<file path="src/sv/ismu_pkg.sv">
// Shared types, constants and helpers of the I/Q sample magnitude unit.
// No dependencies; every other file imports this package.
package ismu_pkg;

  // Field widths fixed by the sample format.
  localparam int unsigned SmplW = 16;
  localparam int unsigned AbsW  = 15;
  localparam int unsigned MagW  = 16;

  // Q15 coefficients of the two-segment max/min approximation.
  localparam logic [AbsW-1:0] QThresh = 15'd13572;
  localparam logic [AbsW-1:0] QAHi    = 15'd27525;
  localparam logic [AbsW-1:0] QBHi    = 15'd18382;
  localparam logic [AbsW-1:0] QALo    = 15'd32440;
  localparam logic [AbsW-1:0] QBLo    = 15'd6455;
  localparam logic [AbsW-1:0] SatMax  = 15'd32767;

  // Method codes of the mode register.
  localparam logic ModeExact  = 1'b0;
  localparam logic ModeApprox = 1'b1;

  // Back end: stages before the root and one stage per root bit.
  localparam int unsigned PreStg    = 4;
  localparam int unsigned SqrtSteps = 16;
  localparam int unsigned BackStg   = PreStg + SqrtSteps;

  // Classified sample as it waits in the queue.
  typedef struct packed {
    logic             mode;
    logic             last;
    logic [SmplW-1:0] abs_i;
    logic [SmplW-1:0] abs_q;
    logic [AbsW-1:0]  mn;
    logic [AbsW-1:0]  mx;
  } ismu_ent_t;

  // Word carried through the square root stages.
  typedef struct packed {
    logic            mode;
    logic            last;
    logic            sat;
    logic [MagW-1:0] approx;
    logic [31:0]     rem;
    logic [31:0]     root;
  } ismu_sq_t;

  // Queue status seen by the top level.
  typedef struct packed {
    logic full;
    logic empty;
  } ismu_qstat_t;

  // Absolute value of a two's complement sample; the most negative code
  // maps to 32768, which still fits the unsigned result.
  function automatic logic [SmplW-1:0] abs_full(input logic [SmplW-1:0] x);
    return x[SmplW-1] ? (~x + 16'd1) : x;
  endfunction

endpackage

</file>
<file path="src/sv/ismu_front.sv">
// Front end of the magnitude unit: accepts sample words and classifies them.
// Depends on ismu_pkg for the queue entry type and the absolute value helper.
module ismu_front import ismu_pkg::*; (
  input  logic            clk,
  input  logic            rst_n,
  input  logic            mode,
  input  logic            in_tvalid,
  output logic            in_tready,
  input  logic [31:0]     in_tdata,   // i_sample [15:0], q_sample [31:16]
  input  logic            in_tlast,   // last_in
  output logic            push,
  output ismu_ent_t       push_ent,
  input  logic            q_ready
);

  logic             front_v_r, front_v_nxt;
  ismu_ent_t        front_ent_r, front_ent_nxt;
  logic [SmplW-1:0] ai, aq;
  logic [AbsW-1:0]  sai, saq;

  // The holding register frees up whenever the queue takes its word.
  assign in_tready = !front_v_r || q_ready;
  assign push      = front_v_r;
  assign push_ent  = front_ent_r;

  // Full and saturated absolute values, then min and max of the latter.
  always_comb begin
    ai  = abs_full(in_tdata[SmplW-1:0]);
    aq  = abs_full(in_tdata[2*SmplW-1:SmplW]);
    sai = ai[SmplW-1] ? SatMax : ai[AbsW-1:0];
    saq = aq[SmplW-1] ? SatMax : aq[AbsW-1:0];
    front_ent_nxt.mode  = mode;
    front_ent_nxt.last  = in_tlast;
    front_ent_nxt.abs_i = ai;
    front_ent_nxt.abs_q = aq;
    front_ent_nxt.mn    = (sai < saq) ? sai : saq;
    front_ent_nxt.mx    = (sai < saq) ? saq : sai;
    front_v_nxt = in_tready ? in_tvalid : front_v_r;
  end

  always_ff @(posedge clk) begin
    if (!rst_n) begin
      front_v_r <= 1'b0;
    end else begin
      front_v_r <= front_v_nxt;
    end
  end

  always_ff @(posedge clk) begin
    if (in_tready && in_tvalid) begin
      front_ent_r <= front_ent_nxt;
    end
  end

endmodule

</file>
<file path="src/sv/ismu_queue.sv">
// Short queue between the front and back ends of the magnitude unit.
// Depends on ismu_pkg for the entry and status types.
module ismu_queue import ismu_pkg::*; #(
  parameter int unsigned DEPTH = 4
) (
  input  logic        clk,
  input  logic        rst_n,
  input  logic        wr_valid,
  output logic        wr_ready,
  input  ismu_ent_t   wr_ent,
  output logic        rd_valid,
  input  logic        rd_ready,
  output ismu_ent_t   rd_ent,
  output ismu_qstat_t stat
);

  localparam int unsigned PtrW = (DEPTH > 1) ? $clog2(DEPTH) : 1;
  localparam int unsigned CntW = $clog2(DEPTH + 1);

  ismu_ent_t       mem_r [DEPTH];
  logic [PtrW-1:0] wr_ptr_r, wr_ptr_nxt, rd_ptr_r, rd_ptr_nxt;
  logic [CntW-1:0] cnt_r, cnt_nxt;
  logic            wr_en, rd_en;

  assign wr_ready   = (cnt_r != CntW'(DEPTH));
  assign rd_valid   = (cnt_r != '0);
  assign wr_en      = wr_valid && wr_ready;
  assign rd_en      = rd_ready && rd_valid;
  assign rd_ent     = mem_r[rd_ptr_r];
  assign stat.full  = !wr_ready;
  assign stat.empty = !rd_valid;

  // Pointer wrap and occupancy update.
  always_comb begin
    wr_ptr_nxt = wr_ptr_r;
    rd_ptr_nxt = rd_ptr_r;
    if (wr_en) begin
      wr_ptr_nxt = (wr_ptr_r == PtrW'(DEPTH - 1)) ? '0 : wr_ptr_r + 1'b1;
    end
    if (rd_en) begin
      rd_ptr_nxt = (rd_ptr_r == PtrW'(DEPTH - 1)) ? '0 : rd_ptr_r + 1'b1;
    end
    case ({wr_en, rd_en})
      2'b10:   cnt_nxt = cnt_r + 1'b1;
      2'b01:   cnt_nxt = cnt_r - 1'b1;
      default: cnt_nxt = cnt_r;
    endcase
  end

  always_ff @(posedge clk) begin
    if (!rst_n) begin
      wr_ptr_r <= '0;
      rd_ptr_r <= '0;
      cnt_r    <= '0;
    end else begin
      wr_ptr_r <= wr_ptr_nxt;
      rd_ptr_r <= rd_ptr_nxt;
      cnt_r    <= cnt_nxt;
    end
  end

  // Storage is written only; it needs no reset.
  always_ff @(posedge clk) begin
    if (wr_en) begin
      mem_r[wr_ptr_r] <= wr_ent;
    end
  end

endmodule

</file>
<file path="src/sv/ismu_back.sv">
// Back end of the magnitude unit: multiplier stages, approximation and a
// one-bit-per-stage square root pipeline. Depends on ismu_pkg.
module ismu_back import ismu_pkg::*; (
  input  logic            clk,
  input  logic            rst_n,
  input  logic            q_valid,
  output logic            q_pop,
  input  ismu_ent_t       q_ent,
  output logic            out_tvalid,
  input  logic            out_tready,
  output logic [15:0]     out_tdata,  // magnitude [15:0]
  output logic            out_tlast,  // last_out
  output logic            out_mode
);

  logic            adv;
  logic [BackStg-1:0] vld_r, vld_nxt;

  // Stage 1: squares and the threshold product.
  logic            s1_mode_r, s1_last_r;
  logic [31:0]     s1_sqi_r, s1_sqq_r, s1_sqi_nxt, s1_sqq_nxt;
  logic [28:0]     s1_thp_r, s1_thp_nxt;
  logic [AbsW-1:0] s1_mn_r, s1_mx_r;

  // Stage 2: sum of squares and coefficient choice.
  logic            s2_mode_r, s2_last_r;
  logic [32:0]     s2_sum_nxt;
  logic [31:0]     s2_sum_r;
  logic [29:0]     th_w;
  logic            seg_hi;
  logic [AbsW-1:0] s2_ca_r, s2_cb_r, s2_ca_nxt, s2_cb_nxt, s2_mn_r, s2_mx_r;

  // Stage 3: approximation products and the radicand.
  logic            s3_mode_r, s3_last_r, s3_sat_r, s3_sat_nxt;
  logic [29:0]     s3_pa_r, s3_pb_r, s3_pa_nxt, s3_pb_nxt;
  logic [31:0]     s3_rad_r, s3_rad_nxt;

  // Stage 4: rounded sum for the approximation; seeds the root.
  logic [30:0]     ra_w, rb_w;
  logic [16:0]     s_w;
  logic [AbsW-1:0] s_sat;
  ismu_sq_t        s4_r, s4_nxt;

  // Root stages.
  ismu_sq_t        sq_in  [SqrtSteps];
  ismu_sq_t        sq_r   [SqrtSteps];
  ismu_sq_t        sq_nxt [SqrtSteps];
  ismu_sq_t        fin;

  // The whole pipeline moves together unless the output word is stuck.
  assign adv   = !vld_r[BackStg-1] || out_tready;
  assign q_pop = adv;

  always_comb begin
    vld_nxt = adv ? {vld_r[BackStg-2:0], q_valid} : vld_r;
  end

  always_ff @(posedge clk) begin
    if (!rst_n) begin
      vld_r <= '0;
    end else begin
      vld_r <= vld_nxt;
    end
  end

  // Stage 1 logic.
  always_comb begin
    s1_sqi_nxt = 32'(q_ent.abs_i) * 32'(q_ent.abs_i);
    s1_sqq_nxt = 32'(q_ent.abs_q) * 32'(q_ent.abs_q);
    s1_thp_nxt = 29'(q_ent.mx) * 29'(QThresh);
  end

  // Stage 2 logic: th = round(2*mx*c / 65536) = (p + 16384) >> 15.
  always_comb begin
    s2_sum_nxt = {1'b0, s1_sqi_r} + {1'b0, s1_sqq_r};
    th_w       = {1'b0, s1_thp_r} + 30'd16384;
    seg_hi     = (s1_mn_r >= th_w[29:15]);
    s2_ca_nxt  = seg_hi ? QAHi : QALo;
    s2_cb_nxt  = seg_hi ? QBHi : QBLo;
  end

  // Stage 3 logic: sum of squares at or above 2^30 saturates the root.
  always_comb begin
    s3_pa_nxt  = 30'(s2_mx_r) * 30'(s2_ca_r);
    s3_pb_nxt  = 30'(s2_mn_r) * 30'(s2_cb_r);
    s3_sat_nxt = (s2_sum_r[31:30] != 2'b00);
    s3_rad_nxt = {s2_sum_r[29:0], 2'b00};
  end

  // Stage 4 logic: rounded products, saturating add, doubling.
  always_comb begin
    ra_w  = {1'b0, s3_pa_r} + 31'd16384;
    rb_w  = {1'b0, s3_pb_r} + 31'd16384;
    s_w   = {1'b0, ra_w[30:15]} + {1'b0, rb_w[30:15]};
    s_sat = (s_w > {2'b00, SatMax}) ? SatMax : s_w[AbsW-1:0];
    s4_nxt.mode   = s3_mode_r;
    s4_nxt.last   = s3_last_r;
    s4_nxt.sat    = s3_sat_r;
    s4_nxt.approx = {s_sat, 1'b0};
    s4_nxt.rem    = s3_rad_r;
    s4_nxt.root   = '0;
  end

  always_ff @(posedge clk) begin
    if (adv) begin
      s1_mode_r <= q_ent.mode;
      s1_last_r <= q_ent.last;
      s1_sqi_r  <= s1_sqi_nxt;
      s1_sqq_r  <= s1_sqq_nxt;
      s1_thp_r  <= s1_thp_nxt;
      s1_mn_r   <= q_ent.mn;
      s1_mx_r   <= q_ent.mx;
      s2_mode_r <= s1_mode_r;
      s2_last_r <= s1_last_r;
      s2_sum_r  <= s2_sum_nxt[31:0];
      s2_ca_r   <= s2_ca_nxt;
      s2_cb_r   <= s2_cb_nxt;
      s2_mn_r   <= s1_mn_r;
      s2_mx_r   <= s1_mx_r;
      s3_mode_r <= s2_mode_r;
      s3_last_r <= s2_last_r;
      s3_sat_r  <= s3_sat_nxt;
      s3_pa_r   <= s3_pa_nxt;
      s3_pb_r   <= s3_pb_nxt;
      s3_rad_r  <= s3_rad_nxt;
      s4_r      <= s4_nxt;
    end
  end

  // One root bit per stage: subtract root+bit when it fits.
  always_comb begin
    logic [32:0] trial;
    logic [31:0] bitv;
    for (int i = 0; i < SqrtSteps; i++) begin
      sq_in[i]  = (i == 0) ? s4_r : sq_r[(i == 0) ? 0 : i - 1];
      bitv      = 32'd1 << (2 * (SqrtSteps - 1 - i));
      trial     = {1'b0, sq_in[i].root} + {1'b0, bitv};
      sq_nxt[i] = sq_in[i];
      if ({1'b0, sq_in[i].rem} >= trial) begin
        sq_nxt[i].rem  = sq_in[i].rem - trial[31:0];
        sq_nxt[i].root = (sq_in[i].root >> 1) + bitv;
      end else begin
        sq_nxt[i].root = sq_in[i].root >> 1;
      end
    end
  end

  always_ff @(posedge clk) begin
    if (adv) begin
      for (int i = 0; i < SqrtSteps; i++) begin
        sq_r[i] <= sq_nxt[i];
      end
    end
  end

  // Output word from the last stage.
  assign fin        = sq_r[SqrtSteps-1];
  assign out_tvalid = vld_r[BackStg-1];
  assign out_tlast  = fin.last;
  assign out_mode   = fin.mode;

  always_comb begin
    if (fin.mode == ModeApprox) begin
      out_tdata = fin.approx;
    end else if (fin.sat) begin
      out_tdata = '1;
    end else begin
      out_tdata = fin.root[MagW-1:0];
    end
  end

endmodule

</file>
<file path="src/sv/iq_sample_magnitude_unit.sv">
// Magnitude of one signed 16-bit I/Q sample per word, exact root or max/min approximation.
// Path from input acceptance to output valid: input register, queue, then
// 20 back-end stages of which 16 are square root bit stages.
// Throughput: one word per cycle unless out_tready holds the output; every back-end stage is fully pipelined.
// Reset (synchronous, active low) empties all stages and the queue and selects exact mode.
// Depends on ismu_pkg, ismu_front, ismu_queue and ismu_back.
module iq_sample_magnitude_unit import ismu_pkg::*; #(
  parameter int unsigned QDEPTH = 4
) (
  input  logic        clk,
  input  logic        rst_n,
  input  logic        cfg_wr_en,
  input  logic        cfg_wr_data,  // method_mode
  input  logic        in_tvalid,
  output logic        in_tready,
  input  logic [31:0] in_tdata,     // i_sample [15:0], q_sample [31:16]
  input  logic        in_tlast,     // last_in
  output logic        out_tvalid,
  input  logic        out_tready,
  output logic [15:0] out_tdata,    // magnitude [15:0]
  output logic        out_tlast     // last_out
);

  logic        mode_r, mode_nxt;
  logic        push, q_wr_ready, q_rd_valid, q_pop, out_mode;
  ismu_ent_t   push_ent, q_ent;
  ismu_qstat_t q_stat;

  // Method register.
  assign mode_nxt = cfg_wr_en ? cfg_wr_data : mode_r;

  always_ff @(posedge clk) begin
    if (!rst_n) begin
      mode_r <= ModeExact;
    end else begin
      mode_r <= mode_nxt;
    end
  end

  ismu_front u_front (
    .clk       (clk),
    .rst_n     (rst_n),
    .mode      (mode_r),
    .in_tvalid (in_tvalid),
    .in_tready (in_tready),
    .in_tdata  (in_tdata),
    .in_tlast  (in_tlast),
    .push      (push),
    .push_ent  (push_ent),
    .q_ready   (q_wr_ready)
  );

  ismu_queue #(
    .DEPTH (QDEPTH)
  ) u_queue (
    .clk      (clk),
    .rst_n    (rst_n),
    .wr_valid (push),
    .wr_ready (q_wr_ready),
    .wr_ent   (push_ent),
    .rd_valid (q_rd_valid),
    .rd_ready (q_pop),
    .rd_ent   (q_ent),
    .stat     (q_stat)
  );

  ismu_back u_back (
    .clk        (clk),
    .rst_n      (rst_n),
    .q_valid    (q_rd_valid),
    .q_pop      (q_pop),
    .q_ent      (q_ent),
    .out_tvalid (out_tvalid),
    .out_tready (out_tready),
    .out_tdata  (out_tdata),
    .out_tlast  (out_tlast),
    .out_mode   (out_mode)
  );

  // The pipeline holds no word in the cycle after reset.
  a_reset_empty: assert property (@(posedge clk) !rst_n |=> !out_tvalid)
    else $error("output word valid right after reset");

  // The queue is never full and empty at once.
  a_queue_state: assert property (@(posedge clk) disable iff (!rst_n)
    $onehot0({q_stat.full, q_stat.empty}))
    else $error("queue reports full and empty together");

  // The input stalls only when the front word is held by a full queue.
  a_stall_cause: assert property (@(posedge clk) disable iff (!rst_n)
    !in_tready |-> (push && q_stat.full))
    else $error("input stalled without a full queue");

  // The approximation always yields an even magnitude.
  a_approx_even: assert property (@(posedge clk) disable iff (!rst_n)
    (out_tvalid && out_mode == ModeApprox) |-> (out_tdata[0] == 1'b0))
    else $error("approximate magnitude is odd");

endmodule
</file>
<file path="config.mk">
export PLATFORM = sky130hd
export DESIGN_NAME = iq_sample_magnitude_unit
export DESIGN_NICKNAME = d
export VERILOG_FILES = /design/src/sv/ismu_pkg.sv /design/src/sv/ismu_front.sv /design/src/sv/ismu_queue.sv /design/src/sv/ismu_back.sv /design/src/sv/iq_sample_magnitude_unit.sv
export SDC_FILE = /design/constraint.sdc
export NUM_CORES = 2
export LEC_CHECK = 0
export BUFFER_PORTS_ARGS = -buffer_cell sky130_fd_sc_hd__buf_4
export CAP_MARGIN = 20
export CORE_UTILIZATION = 65
export DETAILED_ROUTE_END_ITERATION = 12
export MAX_ROUTING_LAYER = met4
export PLACE_DENSITY = 0.8
export SKIP_LAST_GASP = 1
export SYNTH_ARGS = -nofsm -noshare
export SYNTH_HDL_FRONTEND = slang
export SYNTH_SLANG_ARGS = --single-unit
</file>
<file path="constraint.sdc">
create_clock -name clk -period 41.2 [get_ports clk]
set_clock_uncertainty 0.1 [all_clocks]
set_input_delay 2.06 -clock clk [delete_from_list [all_inputs] [get_ports clk]]
set_output_delay 2.06 -clock clk [all_outputs]
set_load 0.005 [all_outputs]
</file>
== Yosys cells after proc, flatten, opt, wreduce, memory -nomap -nowiden ==
Memories as Yosys holds them, arrays and structs flattened. A register that Yosys moved wholly into a read port is not among the register bits.
Cells that the tools add are included.

* Flip-flop bits (word level): 451
* RAM bits: 1584
* Input bits: 39
* Output and inout port bits: 19
* Word-level logic and storage cells: 188
* Memories kept: 2

* $add $sub $neg: 57
* Multiply operators: 5
* Order comparisons: 19
* Eq/ne operators: 5
* Muxes and demuxes: 51
* Bitwise operators: 2
* Reductions and logical operators: 10

{| class="wikitable"
|+ Memories
! memory !! depth !! width !! rd ports !! clocked after Yosys merged registers in !! wr ports !! line !! text
|-
| u_back.sq_r || 16 || 83 || 16 || 0 || 16 || ismu_back.sv:46 || <nowiki>ismu_sq_t sq_r [SqrtSteps];</nowiki>
|-
| u_queue.mem_r || 4 || 64 || 1 || 1 || 1 || ismu_queue.sv:20 || <nowiki>ismu_ent_t mem_r [DEPTH];</nowiki>
|}

{| class="wikitable"
|+ Operators with widths
! kind !! number
|-
| 32-bit 2-to-1 mux || 31
|-
| 32-bit by 33-bit >= comparator with 1-bit output || 15
|-
| 32-bit subtractor || 15
|-
| 15-bit 2-to-1 mux || 5
|-
| 16-bit by 16-bit multiplier with 32-bit output || 2
|-
| 16-bit 2-to-1 mux || 4
|-
| 30-bit by 15-bit adder with 31-bit output, second input constant || 2
|-
| 15-bit by 15-bit multiplier with 30-bit output || 2
|-
| 32-bit by 1-bit adder with 33-bit output, second input constant || 1
|-
| 32-bit by 11-bit adder with 33-bit output, second input constant || 1
|-
| 32-bit by 13-bit adder with 33-bit output, second input constant || 1
|-
| 32-bit by 15-bit adder with 33-bit output, second input constant || 1
|-
| 32-bit by 17-bit adder with 33-bit output, second input constant || 1
|-
| 32-bit by 19-bit adder with 33-bit output, second input constant || 1
|-
| 32-bit by 21-bit adder with 33-bit output, second input constant || 1
|-
| 32-bit by 23-bit adder with 33-bit output, second input constant || 1
|-
| 32-bit by 25-bit adder with 33-bit output, second input constant || 1
|-
| 32-bit by 27-bit adder with 33-bit output, second input constant || 1
|-
| 32-bit by 29-bit adder with 33-bit output, second input constant || 1
|-
| 32-bit by 3-bit adder with 33-bit output, second input constant || 1
|-
| 32-bit by 5-bit adder with 33-bit output, second input constant || 1
|-
| 32-bit by 7-bit adder with 33-bit output, second input constant || 1
|-
| 32-bit by 9-bit adder with 33-bit output, second input constant || 1
|-
| 16-bit by 1-bit adder with 16-bit output, second input constant || 2
|-
| 41 further kinds || 56
|}

== Logic depth before layout (Yosys ltp) ==
* Word-level depth: 6
* Depth in mapped cells: 33
* Gate-level depth less buffers: 29

== By module ==
A second synthesis with hierarchy kept.

* Cell total of the unflattened synthesis: 6931
* Area total of the unflattened synthesis: 89649.7 sq um

{| class="wikitable"
|+ Modules (own cells, without submodules)
! module !! times used !! cells an instance !! area each (sq um) !! seq. area each (sq um)
|-
| ismu_back || 1 || 6251 || 76418.3 || 35293.8
|-
| ismu_queue || 1 || 391 || 9716.8 || 7867.5
|-
| ismu_front || 1 || 286 || 3478.3 || 1941.9
|-
| iq_sample_magnitude_unit || 1 || 3 || 36.3 || 20.0
|}

== Worst setup path after synthesis ==
Ideal clock, no wire load.

* Kind: in2reg
* From: input out_tready
* To: register u_back.s1_last_r (enable)
* Data arrival time: 33.642 ns
* Setup slack: 5.480 ns
* Stages on the path: 3
* Path buffers: 1
* Path through: nor2b_1 -> clkinv_1 -> clkbuf_1

* Cells in the longest elaborated chain, start to end: 1

{| class="wikitable"
|+ RTL lines
! element !! line !! text
|-
| start, declared || iq_sample_magnitude_unit.sv:19 || <nowiki>input logic out_tready,</nowiki>
|-
| 1-bit logical OR || ismu_back.sv:51 || <nowiki>assign adv = !vld_r[BackStg-1] || out_tready;</nowiki>
|-
| via q_pop || iq_sample_magnitude_unit.sv:25 || <nowiki>logic push, q_wr_ready, q_rd_valid, q_pop, out_mode;</nowiki>
|-
| end signal, assigned || ismu_back.sv:107 || <nowiki>s1_last_r <= q_ent.last;</nowiki>
|-
| end, declared || ismu_back.sv:20 || <nowiki>logic s1_mode_r, s1_last_r;</nowiki>
|}

The timed path passes the listed nets, and every way through them passes these cells.
A chain may end at the register's enable or synchronous reset.

==> metrics.txt <==
outcome=finished clean; RSZ-0062 raised after global routing=no; syn nets=about 8.3k; cells after synthesis=around 7k; first-pass GRT wire length=between 200000 and 300000 um; Die Y=approximately 370 um; hold path endpoint=u_back.sq_r[3][80]$_DFFE_PP_; final setup fails=0; Final nets=around 8.5k; # resized after CTS=0; min Tclk post-route=roughly 9300 ps; Routed WL=174800 um; Total GRT Usage=0.2660; clock slew at reported path FFs=roughly 60 ps; clk_lat worst skew=around 800 ps; Initial Util=0.6574; Max transition margin=0.2689; number of flops mapped to enable cells by yosys=between 1k and 1.5k; Fin. Hold Viols=0; Clock Path Buffers=3; clock sink count=roughly 1.5k; Crit. End Element=flip-flop; library cells used by synthesis=83; initial antenna violation count=0; routed len/inst=roughly 20 um; worst-margin pin slew=approximately 1100 ps; Startpoint Class=flip-flop; share of post-route cells with drive strength above 1=0.06360; row cnt=135; CTS H-tree lvls=4; CP arrival=slightly below 10000 ps; fillers=8910; Die ar.=139000 sq um; Hold Buf Count CTS=0; die width=about 370 um; Crit Path Class=reg2reg; ratio of final minimum period to clock period=0.2269; Synth-to-Final Area Change=8.708%; CTS root buf=clkbuf_16; CP max FO=44; Reg-to-Reg End=u_back.s1_sqi_r[30]$_DFFE_PP_; # IOs=58; DR vias/cell=5.691; vias after detailed routing=approximately 51k; GP Congestion=between 0.9 and 1; total grt overflow=0; setup total negative slack=0 ps; 1st-pass router iterations=8; Post-DRT Antenna Nets=0; worst hold start=u_back.sq_r[2][80]$_DFFE_PP_; R2R setup slack=between 30000 and 40000 ps; DRC=0; area of the mapped netlist=slightly below 90000 sq um; #FFs+latches synth=1513; Max Cap Viol=0; Yosys warning count=0; Port Buf Inserts=57; vias in the first global route=approximately 54k; largest net degree at the start of global routing=202; Core Region=between 100000 and 150000 sq um; type of the tightest min-delay check=reg2reg; CTS tree=yes; Most used DFF post-synth=edfxtp_1; HPWL after detailed placement=roughly 130000 um; Iteration-0 DRC Markers=approximately 3.4k; postcts setup bufs=0; Syn Area/Cell=around 13 sq um; worst hold path cell count=0; fmax=roughly 110 MHz; Critical Path RT=41640 ps; Seq/Total Area, Yosys=0.5048; ys async rst share=0; R2R depth=26; clock buffer count from CTS=153; max-slew violation count=0
## final cells by class
type | count | area [sq um] | share of cell area
Sequential cell | 1513 | 45130 | 0.4645
Multi-Input combinational cell | 4132 | 39540 | 0.4069
Inverter | 1163 | 4373 | 0.04500
Clock buffer | 183 | 4004 | 0.04120
Tap cell | 1781 | 2228 | 0.02293
Clock inverter | 96 | 1121 | 0.01154
Timing Repair Buffer | 98 | 772.0 | 0.007945
Antenna cell | 2 | 5.005 | 0.00005151
## stage by stage
stage,instance area (sq um),setup WS [ps],util,cells,hold slack (ps)
after floorplan,89390,5480,-,6909,300.3
after global placement,91990,32110,0.6765,8683,300.5
after detailed placement,91990,31850,0.6765,8683,304.5
after CTS,97110,31830,0.7142,8962,287.7
after global routing,97160,31270,0.7146,8966,300.2
final,97170,31850,0.7146,8968,289.8
## worst max-delay path: stages, from the launching register on
cell,delay (ps)
dfxtp_4,410
buf_4,590
mux2_2,410
o21ai_1,640
clkinv_1,540
and2_1,320
fa_1,480
inv_1,50
fa_1,550
inv_1,60
fa_1,520
fa_1,450
fa_1,550
inv_1,50
fa_1,530
inv_1,50
ha_1,370
a21oi_1,180
o21ai_0,100
a21o_1,180
a221oi_1,570
o2bb2ai_1,250
o21ai_1,200
and4_1,250
a2111oi_2,370
a21oi_1,140
xor2_1,150
## cells in the mapped netlist, drive strengths merged (6+ instances only)
cell type  count  share of area
nand2        469          0.020
mux4          39         0.0098
a21o          98         0.0082
a21oi        178          0.010
buf           24         0.0013
nand4b        12         0.0012
o31ai         34         0.0030
mux2          42         0.0053
fa           646           0.14
nand4         46         0.0032
nor3          98         0.0055
or3           34         0.0024
nand3b         6        0.00050
or4           16         0.0013
a31o           6        0.00059
a221oi        11         0.0012
a21boi        34         0.0029
nand3         60         0.0034
nor2         344          0.014
nor4b         14         0.0014
inv         1154          0.048
o21bai        26         0.0022
clkinv         9        0.00038
ha           737           0.10
clkbuf        77         0.0032
nor2b         53         0.0037
xor2         166          0.016
edfxtp      1482           0.50
and4          11         0.0011
and3          32         0.0022
or2           24         0.0017
xnor2        239          0.023
dfxtp         31         0.0069
and2          71         0.0050
a211oi        18         0.0015
a211o          8        0.00078
mux2i         60         0.0067
a31oi         21         0.0016
o21a          80         0.0067
nor4          62         0.0044
nand2b        51         0.0036
o21ai        225          0.013
o41ai          9         0.0011
nor3b          8        0.00067
## placed cells by master, fill, tap and decap left out, types with 60 or more instances in the layout
master / count
clkbuf_16: 155
edfxtp_1: 1482
nand2_1: 469
o21a_1: 80
xnor2_1: 239
and2_1: 71
ha_1: 737
buf_4: 95
o21ai_0: 171
nor2_1: 343
mux2i_1: 60
a21o_1: 98
nor4_1: 61
fa_1: 646
inv_1: 1151
nor3_1: 98
xor2_1: 166
nand3_1: 60
a21oi_1: 177
## worst max path at each step
stage | slack (ps) | start | depth (start not counted) | to
2_1_floorplan | 5480 | out_tready | 3 | u_back.s1_last_r$_DFFE_PP_
3_3_place_gp | 32110 | flip-flop | 26 | u_back.s1_sqi_r[30]$_DFFE_PP_
3_5_place_dp | 31850 | flip-flop | 26 | u_back.s1_sqi_r[30]$_DFFE_PP_
4_1_cts | 31830 | flip-flop | 26 | u_back.s1_sqi_r[30]$_DFFE_PP_
5_1_grt | 31270 | flip-flop | 26 | u_back.s1_sqi_r[30]$_DFFE_PP_
6_report | 31850 | flip-flop | 26 | u_back.s1_sqi_r[30]$_DFFE_PP_
## flip-flops by register name, indices dropped and copies added (netlist names), 2 cells and up, named ones only
signal	flops
u_back.s3_pa_r	16
u_back.s1_sqi_r	31
u_back.s1_thp_r	15
u_back.s3_pb_r	16
u_back.s2_mx_r	15
u_queue.cnt_r	3
u_back.s4_r	48
u_back.s2_mn_r	15
u_queue.rd_ptr_r	2
u_back.s1_mx_r	15
u_back.s2_cb_r	2
u_front.push_ent	64
u_back.s1_mn_r	15
u_back.s1_sqq_r	31
u_queue.wr_ptr_r	2
u_back.s2_sum_r	32
u_back.vld_r	20
u_back.sq_r	874
u_back.s3_rad_r	30
u_queue.mem_r	256
## cell families (layout without fill, tap and decap cells)
| kind of cell | count (synthesis) | count (layout) | synth area share |
|---|---|---|---|
| AOI/OAI and AO/OA | 785 | 785 | 0.05636 |
| xor gates and xnor gates | 405 | 405 | 0.03968 |
| adders and majority gates | 1383 | 1383 | 0.2478 |
| buffers and inverters | 1264 | 1540 | 0.05339 |
| DFF | 1513 | 1513 | 0.5048 |
| muxes | 141 | 141 | 0.02184 |
| other | 0 | 2 | 0 |
| and+or+nand+nor | 1418 | 1418 | 0.07608 |
## per-layer routing
metal	wire length, um	track usage	vias up
met5	0	-	-
met4	7201	0.1109	0
met3	8607	0.03866	406
met2	88810	0.4485	1318
met1	70170	0.3226	25290
li1	-	-	24020
Power is left out: the tool's default activity adds up to more than one toggle a clock period on the data nets, which glitch-free logic cannot reach.
